## src/hdl/vts_pkg.sv

```systemverilog
// ----------------------------------------------------------------------------
// vts_pkg: shared types and constants for the vertex transform/shade core
// Item layouts, register indexes, fixed-point constants, divider sizes.
// ----------------------------------------------------------------------------
package vts_pkg;

  typedef struct packed {
    logic signed [15:0] pos_x;
    logic signed [15:0] pos_y;
    logic signed [15:0] pos_z;
    logic signed [15:0] norm_x;
    logic signed [15:0] norm_y;
    logic signed [15:0] norm_z;
    logic               last_vertex;
  } vtx_t;

  typedef struct packed {
    logic signed [31:0] clip_x;
    logic signed [31:0] clip_y;
    logic signed [31:0] clip_z;
    logic        [15:0] shaded_red;
    logic        [15:0] shaded_green;
    logic        [15:0] shaded_blue;
    logic               end_of_run;
  } res_t;

  typedef enum logic [2:0] {
    REG_SPIN_COS   = 3'd0,
    REG_SPIN_SIN   = 3'd1,
    REG_X_SCALE    = 3'd2,
    REG_BASE_RED   = 3'd3,
    REG_BASE_GREEN = 3'd4,
    REG_BASE_BLUE  = 3'd5
  } cfg_reg_e;

  localparam int CFG_IDX_W  = 3;
  localparam int CFG_DATA_W = 24;

  localparam int TILT_COS   = 14960;
  localparam int TILT_SIN_M = 6681;   // magnitude of the (negative) tilt sine
  localparam int PUSH_BACK  = 340787;
  localparam int W_MIN      = 5243;
  localparam int Y_SCALE    = 155007;
  localparam int LIGHT_X    = 5731;
  localparam int LIGHT_Y    = 12771;
  localparam int LIGHT_Z    = 8514;
  localparam int AMBIENT    = 6554;
  localparam int DIFFUSE    = 26214;
  localparam int COLOUR_MAX = 32768;

  // divider sizing: numerator magnitude, divisor, quotient bits
  // (19*w reaches 26 bits when the spin registers hold out-of-range values)
  localparam int DIV_NUM_W = 46;
  localparam int DIV_DEN_W = 26;
  localparam int DIV_QUO_W = 33;

endpackage

```

## src/hdl/vts_div.sv

```systemverilog
// ----------------------------------------------------------------------------
// vts_div: pipelined restoring divider
// One quotient bit per stage, unsigned; the numerator's bits above the
// quotient width must already be below the divisor.
// ----------------------------------------------------------------------------
module vts_div #(
  parameter int NumW = vts_pkg::DIV_NUM_W,
  parameter int DenW = vts_pkg::DIV_DEN_W,
  parameter int QuoW = vts_pkg::DIV_QUO_W
) (
  input  logic            clk_i,
  input  logic [NumW-1:0] num_i,
  input  logic [DenW-1:0] den_i,
  output logic [QuoW-1:0] quo_o
);

  logic [DenW-1:0] rem_src  [QuoW];
  logic [DenW-1:0] den_src  [QuoW];
  logic [QuoW-1:0] bits_src [QuoW];
  logic [DenW:0]   trial    [QuoW];
  logic [QuoW-1:0] ge;
  logic [DenW-1:0] rem_d    [QuoW];
  logic [QuoW-1:0] bits_d   [QuoW];
  logic [DenW-1:0] rem_q    [QuoW];
  logic [DenW-1:0] den_q    [QuoW];
  logic [QuoW-1:0] bits_q   [QuoW];

  always_comb begin
    rem_src[0]  = DenW'(num_i[NumW-1:QuoW]);
    den_src[0]  = den_i;
    bits_src[0] = num_i[QuoW-1:0];
    for (int s = 1; s < QuoW; s++) begin
      rem_src[s]  = rem_q[s-1];
      den_src[s]  = den_q[s-1];
      bits_src[s] = bits_q[s-1];
    end
  end

  // numerator bits leave at the top of bits, quotient bits enter at the bottom
  always_comb begin
    for (int s = 0; s < QuoW; s++) begin
      trial[s]  = {rem_src[s], bits_src[s][QuoW-1]};
      ge[s]     = trial[s] >= {1'b0, den_src[s]};
      rem_d[s]  = ge[s] ? DenW'(trial[s] - {1'b0, den_src[s]}) : DenW'(trial[s]);
      bits_d[s] = {bits_src[s][QuoW-2:0], ge[s]};
    end
  end

  always_ff @(posedge clk_i) begin
    for (int s = 0; s < QuoW; s++) begin
      rem_q[s]  <= rem_d[s];
      den_q[s]  <= den_src[s];
      bits_q[s] <= bits_d[s];
    end
  end

  assign quo_o = bits_q[QuoW-1];

endmodule
```

## config.mk

```make
export PLATFORM = sky130hd
export DESIGN_NAME = vts_div
export DESIGN_NICKNAME = d
export VERILOG_FILES = /design/src/hdl/vts_pkg.sv /design/src/hdl/vts_div.sv
export SDC_FILE = /design/constraint.sdc
export NUM_CORES = 2
export LEC_CHECK = 0
export BUFFER_PORTS_ARGS = -buffer_cell sky130_fd_sc_hd__clkbuf_2
export CAP_MARGIN = 25
export CELL_PAD_IN_SITES_DETAIL_PLACEMENT = 0
export CELL_PAD_IN_SITES_GLOBAL_PLACEMENT = 2
export CORE_MARGIN = 3
export CORE_UTILIZATION = 37
export CTS_BUF_LIST = sky130_fd_sc_hd__clkbuf_8
export DETAILED_ROUTE_END_ITERATION = 8
export PLACE_DENSITY_LB_ADDON = 0.1
export SLEW_MARGIN = 10
export SYNTH_ARGS = -nofsm -noshare
export SYNTH_HDL_FRONTEND = slang
export SYNTH_SLANG_ARGS = --single-unit
```

## constraint.sdc

```tcl
create_clock -name clk_i -period 4.35 [get_ports clk_i]
set_input_delay 0.435 -clock clk_i [delete_from_list [all_inputs] [get_ports clk_i]]
set_output_delay 0.435 -clock clk_i [all_outputs]
set_load 0.1 [all_outputs]
```

# Word-level counts from Yosys, hierarchy flattened
# Memories as Yosys holds them, arrays and structs flattened.
# Index checks and enable logic that the tools add are counted.
# totals
regBits,0
mem_bits_rw,2805
in_bits,73
n_memories,3
# mem_list
memory,words,width,read_ports,rd_ports_with_merged_regs,wr,line,text
bits_q,33,33,33,0,33,vts_div.sv:26,logic [QuoW-1:0] bits_q [QuoW];
den_q,33,26,32,0,33,vts_div.sv:25,logic [DenW-1:0] den_q [QuoW];
rem_q,33,26,32,0,33,vts_div.sv:24,logic [DenW-1:0] rem_q [QuoW];
# classes
add_sub_neg,33
n_lt_le_gt_ge,33
muxes,33
# ops
operator,count
27-bit by 26-bit >= comparator with 1-bit output,32
26-bit two-way mux,33
26-bit subtractor,32
14-bit by 26-bit >= comparator with 1-bit output,1
14-bit by 26-bit subtractor with 26-bit output,1

# Longest topological paths before layout
# An unclocked memory read counts as a cell.
# depth
ltp_word,3
ltp_mapped,15

# Worst setup path before layout
# OpenSTA, ideal clock, no wires.
# synth_path
path_type,input -> register
start,in num_i[32]
end,mem rem_q[0][10] (netlist name)
setup_time_ps,121
t_arrival_ps,2996
t_required_ps,4229
setup_slack_ps,1233
stages,15
path_cell_list,inv_1 -> ha_1 -> inv_1 -> fa_1 -> a21o_1 -> a21o_1 -> a21o_1 -> a21o_1 -> a21oi_1 -> o21a_1 -> o21ai_0 -> nor2_1 -> nor4b_4 -> buf_2 -> mux2_2
# synth_lines
element,line,text
from (decl),vts_div.sv:12,"input logic [NumW-1:0] num_i,"
to (decl),vts_div.sv:24,

==> impl_metrics.csv <==
group,metric,value,unit
logic_synthesis,syn_nets,11700,
setup_path,r2r_start,"den_q[0][677]",
placement,place.gp.congestion,0.838,
global_routing,grt_usage,17.3,%
setup_path,crit_fanout,40,
power_and_ir_drop,power_density,779,nW/um^2
timing,rsz0062_at_grt,"false",
floorplan,dieArea,301000,sq um
setup_path,crit_type,"flip-flop to flip-flop",
global_routing,grt_max_degree,51,
power_and_ir_drop,swShare,36.4,%
timing,tns,0,ns
global_routing,antenna_found_initial,3,
global_routing,busiest_layer,"met2",
setup_path,cp_cell_sequence,"inv_1, ha_1, nor2b_1, o21ai_0, a21boi_0, o21ai_1, o21ai_0, a311oi_1, o21bai_1, a31o_2, mux2_2",
logic_synthesis,ys_seq_area_share,50.7,%
global_routing,grt_pass1_vias,75600,
logic_synthesis,synth_edf_count,0,
power_and_ir_drop,p_int,61.9,mW
layout,multi_input_area,48300,sq um
routing,vias_per_cell,4.78,
clock_tree,clk_pin_slew,0.06,ns
routing,wire_per_inst,17.1,um
layout,fill_cells,28500,
timing,drv_slew,0,
logic_synthesis,synth_area_per_cell,10.1,sq um
timing,hold-worst-slack,0.232,ns
floorplan,die-height,548,um
placement,port_buffers,105,
floorplan,initial_core_util,37.3,%
routing,wirelength,266000,um
logic_synthesis,synth_mux_area_share,4.50,%
setup_path,max_stage_delay,0.84,ns
power_and_ir_drop,power_frac_seq,35.7,%
power_and_ir_drop,ir_worst_vdd,0.000489,V
global_routing,grt-ovfl-total,0,
logic_synthesis,synth_compound_area_share,15.0,%
floorplan,rows,198,
timing,skew,0.0702,ns
setup_path,reg2reg_depth,11,
setup_path,cp-end-kind,"flip-flop",
power_and_ir_drop,power_switching,35.5,mW
logic_synthesis,synth-adder-area-share,10.3,%
clock_tree,cts.path.max_buffers,4,
timing,post-route-min-period,3.82,ns
routing,ant_nets,0,
timing,hold_violations,0,
timing,slew_headroom,28.2,%
routing,drt-pass1-iter-count,5,
routing,route.detailed.drc,0,
power_and_ir_drop,p_leak,57.7,nW
placement,place_area,114000,sq um
setup_path,cp_slowest_cell,"a31o_2",
logic_synthesis,synth_ff_type,"dfxtp_1",
routing,vias,74200,
logic_synthesis,synth_xor_area_share,5.38,%
setup_path,crit_required,5.22,ns
logic_synthesis,yosys_warnings,0,
logic_synthesis,synth_top_family_by_area,"compound AO/OA/AOI/OAI gates",
logic_synthesis,async_flop_share,0,%
logic_synthesis,synth_seq_cells,2753,
layout,nNetsFinal,12200,
layout,layout-drive-gt1-share,11.8,%
clock_tree,cts_buffers,450,
global_routing,use_met1,21.5,%
setup_path,crit_start,"den_q[0][677]",
clock_tree,cts_tree,"done",
global_routing,grt_use_met2,30.5,%
logic_synthesis,synth_simple_gate_area_share,9.06,%
layout,syn_to_final_growth,14.9,%
floorplan,ios,106,
floorplan,core_area,292000,sq um
status,status,"completed",
timing,post-route-period-util,87.7,%
min_path,hold_class,"input pin to flip-flop",
timing,setup_viol,0,
setup_path,critPathCapture,"rem_q[0][707]",
setup_path,path_common_cell,"o21ai_0",
run,cap_viol_max_count,0,
logic_synthesis,syn-instance-count,10700,
placement,dp_hpwl,205000,um
global_routing,use_met3,2.43,%
setup_path,critPathArrivalTime,4.69,ns
setup_path,critPathLaunchType,"flip-flop",
logic_synthesis,syn_area,109000,sq um
power_and_ir_drop,p_clk_share,24.5,%
timing,clock.fmax,262,MHz
setup_path,r2r_end,"rem_q[0][707]",
setup_path,rrSetupSlack,0.53,ns
layout,fin_area,125000,sq um
timing,tightest_slew,1.05,ns
floorplan,die_x,548,um
clock_tree,root_buffer,"clkbuf_8",
logic_synthesis,yosysUniqueCellTypes,110,
global_routing,grt_pass1_wl,417000,um
clock_tree,clk-insertion-delay-late,1.05,ns
routing,drt_iter0_markers,3457,
clock_tree,clkSinkCount,2753,
clock_tree,htree_levels,5,
power_and_ir_drop,p_comb_share,39.8,%
layout,register_area,55100,sq um
## cells in the mapped netlist (all sizes together), types with 115 or more instances
library cell / count / area, sq um
nand4: 130 / 813
inv: 1126 / 4230
xor2: 247 / 2160
clkbuf: 156 / 586
xnor2: 421 / 3690
nand2: 557 / 2090
a21o: 397 / 2980
o21ai: 527 / 2660
dfxtp: 2753 / 55100
nor3: 115 / 581
a21oi: 891 / 4480
ha: 846 / 10600
o21bai: 122 / 916
nand3: 155 / 781
mux2: 395 / 4580
nor2: 628 / 2360
## final cells by class
cell class / instances / share of cell area, %
Inverter: 1126 / 3.38
Timing Repair Buffer: 306 / 2.06
Sequential cell: 2753 / 44.1
Tap cell: 3900 / 3.90
Antenna cell: 5 / 0.0100
Clock inverter: 270 / 1.72
Clock buffer: 562 / 6.19
Multi-Input combinational cell: 6614 / 38.7
## state kept, by name, summed over array words and instances, names as in the netlist
name and count:
bits_q 1089, den_q 832, rem_q 832
## power by group through the flow
| stage | Combinational, mW | Clock (mW) | Sequential, mW |
|---|---|---|---|
| 2_1_floorplan | 30.6 | 0 | 33.3 |
| 3_3_place_gp | 38.4 | 0 | 35.6 |
| 3_5_place_dp | 38.5 | 0 | 35.5 |
| 4_1_cts | 38.9 | 24.9 | 35.0 |
| 5_1_grt | 43.4 | 26.0 | 35.4 |
| 6_report | 38.7 | 23.9 | 34.8 |
## per-stage QoR
| stage | cells | utilization [%] | power, mW | setup slack [ns] |
|---|---|---|---|---|
| 2_1_floorplan | 10700 | - | 63.9 | 1.23 |
| 3_3_place_gp | 14600 | 39.0 | 74.1 | 0.626 |
| 3_5_place_dp | 14600 | 39.0 | 74.0 | 0.635 |
| 4_1_cts | 15500 | 42.8 | 98.9 | 0.510 |
| 5_1_grt | 15500 | 42.8 | 105 | 0.156 |
| 6_report | 15500 | 42.8 | 97.4 | 0.535 |
## cells in the final DEF, fill, tap and decap left out, drive strengths merged, types with 63 or more instances in the layout
master / Yosys / routed
xor2: 247 / 247
nand2b: 107 / 107
xnor2: 421 / 421
a31oi: 67 / 67
dfxtp: 2753 / 2753
nor2b: 107 / 107
nand3: 155 / 155
inv: 1126 / 1267
a21o: 397 / 397
dlygate4sd3: 0 / 138
clkbuf: 156 / 667
nand2: 557 / 557
nor2: 628 / 628
clkinv: 0 / 85
nor3: 115 / 115
o21ai: 527 / 527
a21oi: 891 / 891
and3: 64 / 64
o21bai: 122 / 122
mux2: 395 / 395
buf: 98 / 63
nand4: 130 / 130
ha: 846 / 846
o21a: 90 / 90
## worst min path at each step
stage                     cells after the start            from  slack [ns]               to
after detailed placement                      0  bits_q[0][768]        0.31   bits_q[0][802]
final                                         3       den_i[25]        0.23     bits_q[0][0]
after global routing                          3       num_i[36]        0.13      rem_q[0][4]
after global placement                        0  bits_q[0][342]        0.31   bits_q[0][376]
after CTS                                     3       den_i[25]        0.05     bits_q[0][0]
after floorplan                               0  bits_q[0][966]        0.31  bits_q[0][1000]
## routing by layer
metal  up-vias  part of all wire, %  wire length, um
li1      38000                    -                -
met1     34600                   45           118000
met2      1136                   49           130000
met3       495                  3.5             9270
met4         2                  3.1             8250
met5         -               0.0049               13
## critical path: cells and delay by family (launching register included)
kind / cells / cell delay [ns]
compound gates: 7 / 2.37
simple gates: 1 / 0.13
fa+ha+maj: 1 / 0.32
mux: 1 / 0.41
buf+inv: 1 / 0.07
flops: 1 / 0.32
## what timing repair did
action                    CTS  global route
hold buffers              138             0
gates resized for setup     0             0
buffers inserted            0             0
hold endpoints to repair   85             0
## logic make-up (layout without fill, tap and decap cells)
family                     count (synthesis)  count (layout)
DFF                                     2753            2753
adders and majority gates                878             878
AOI/OAI and AO/OA                       2568            2568
buffers and inverters                   1380            2264
other                                      0               5
and+or+nand+nor                         2074            2074
xor gates and xnor gates                 668             668
muxes                                    426             426
(Power assumes the default switching activity.)
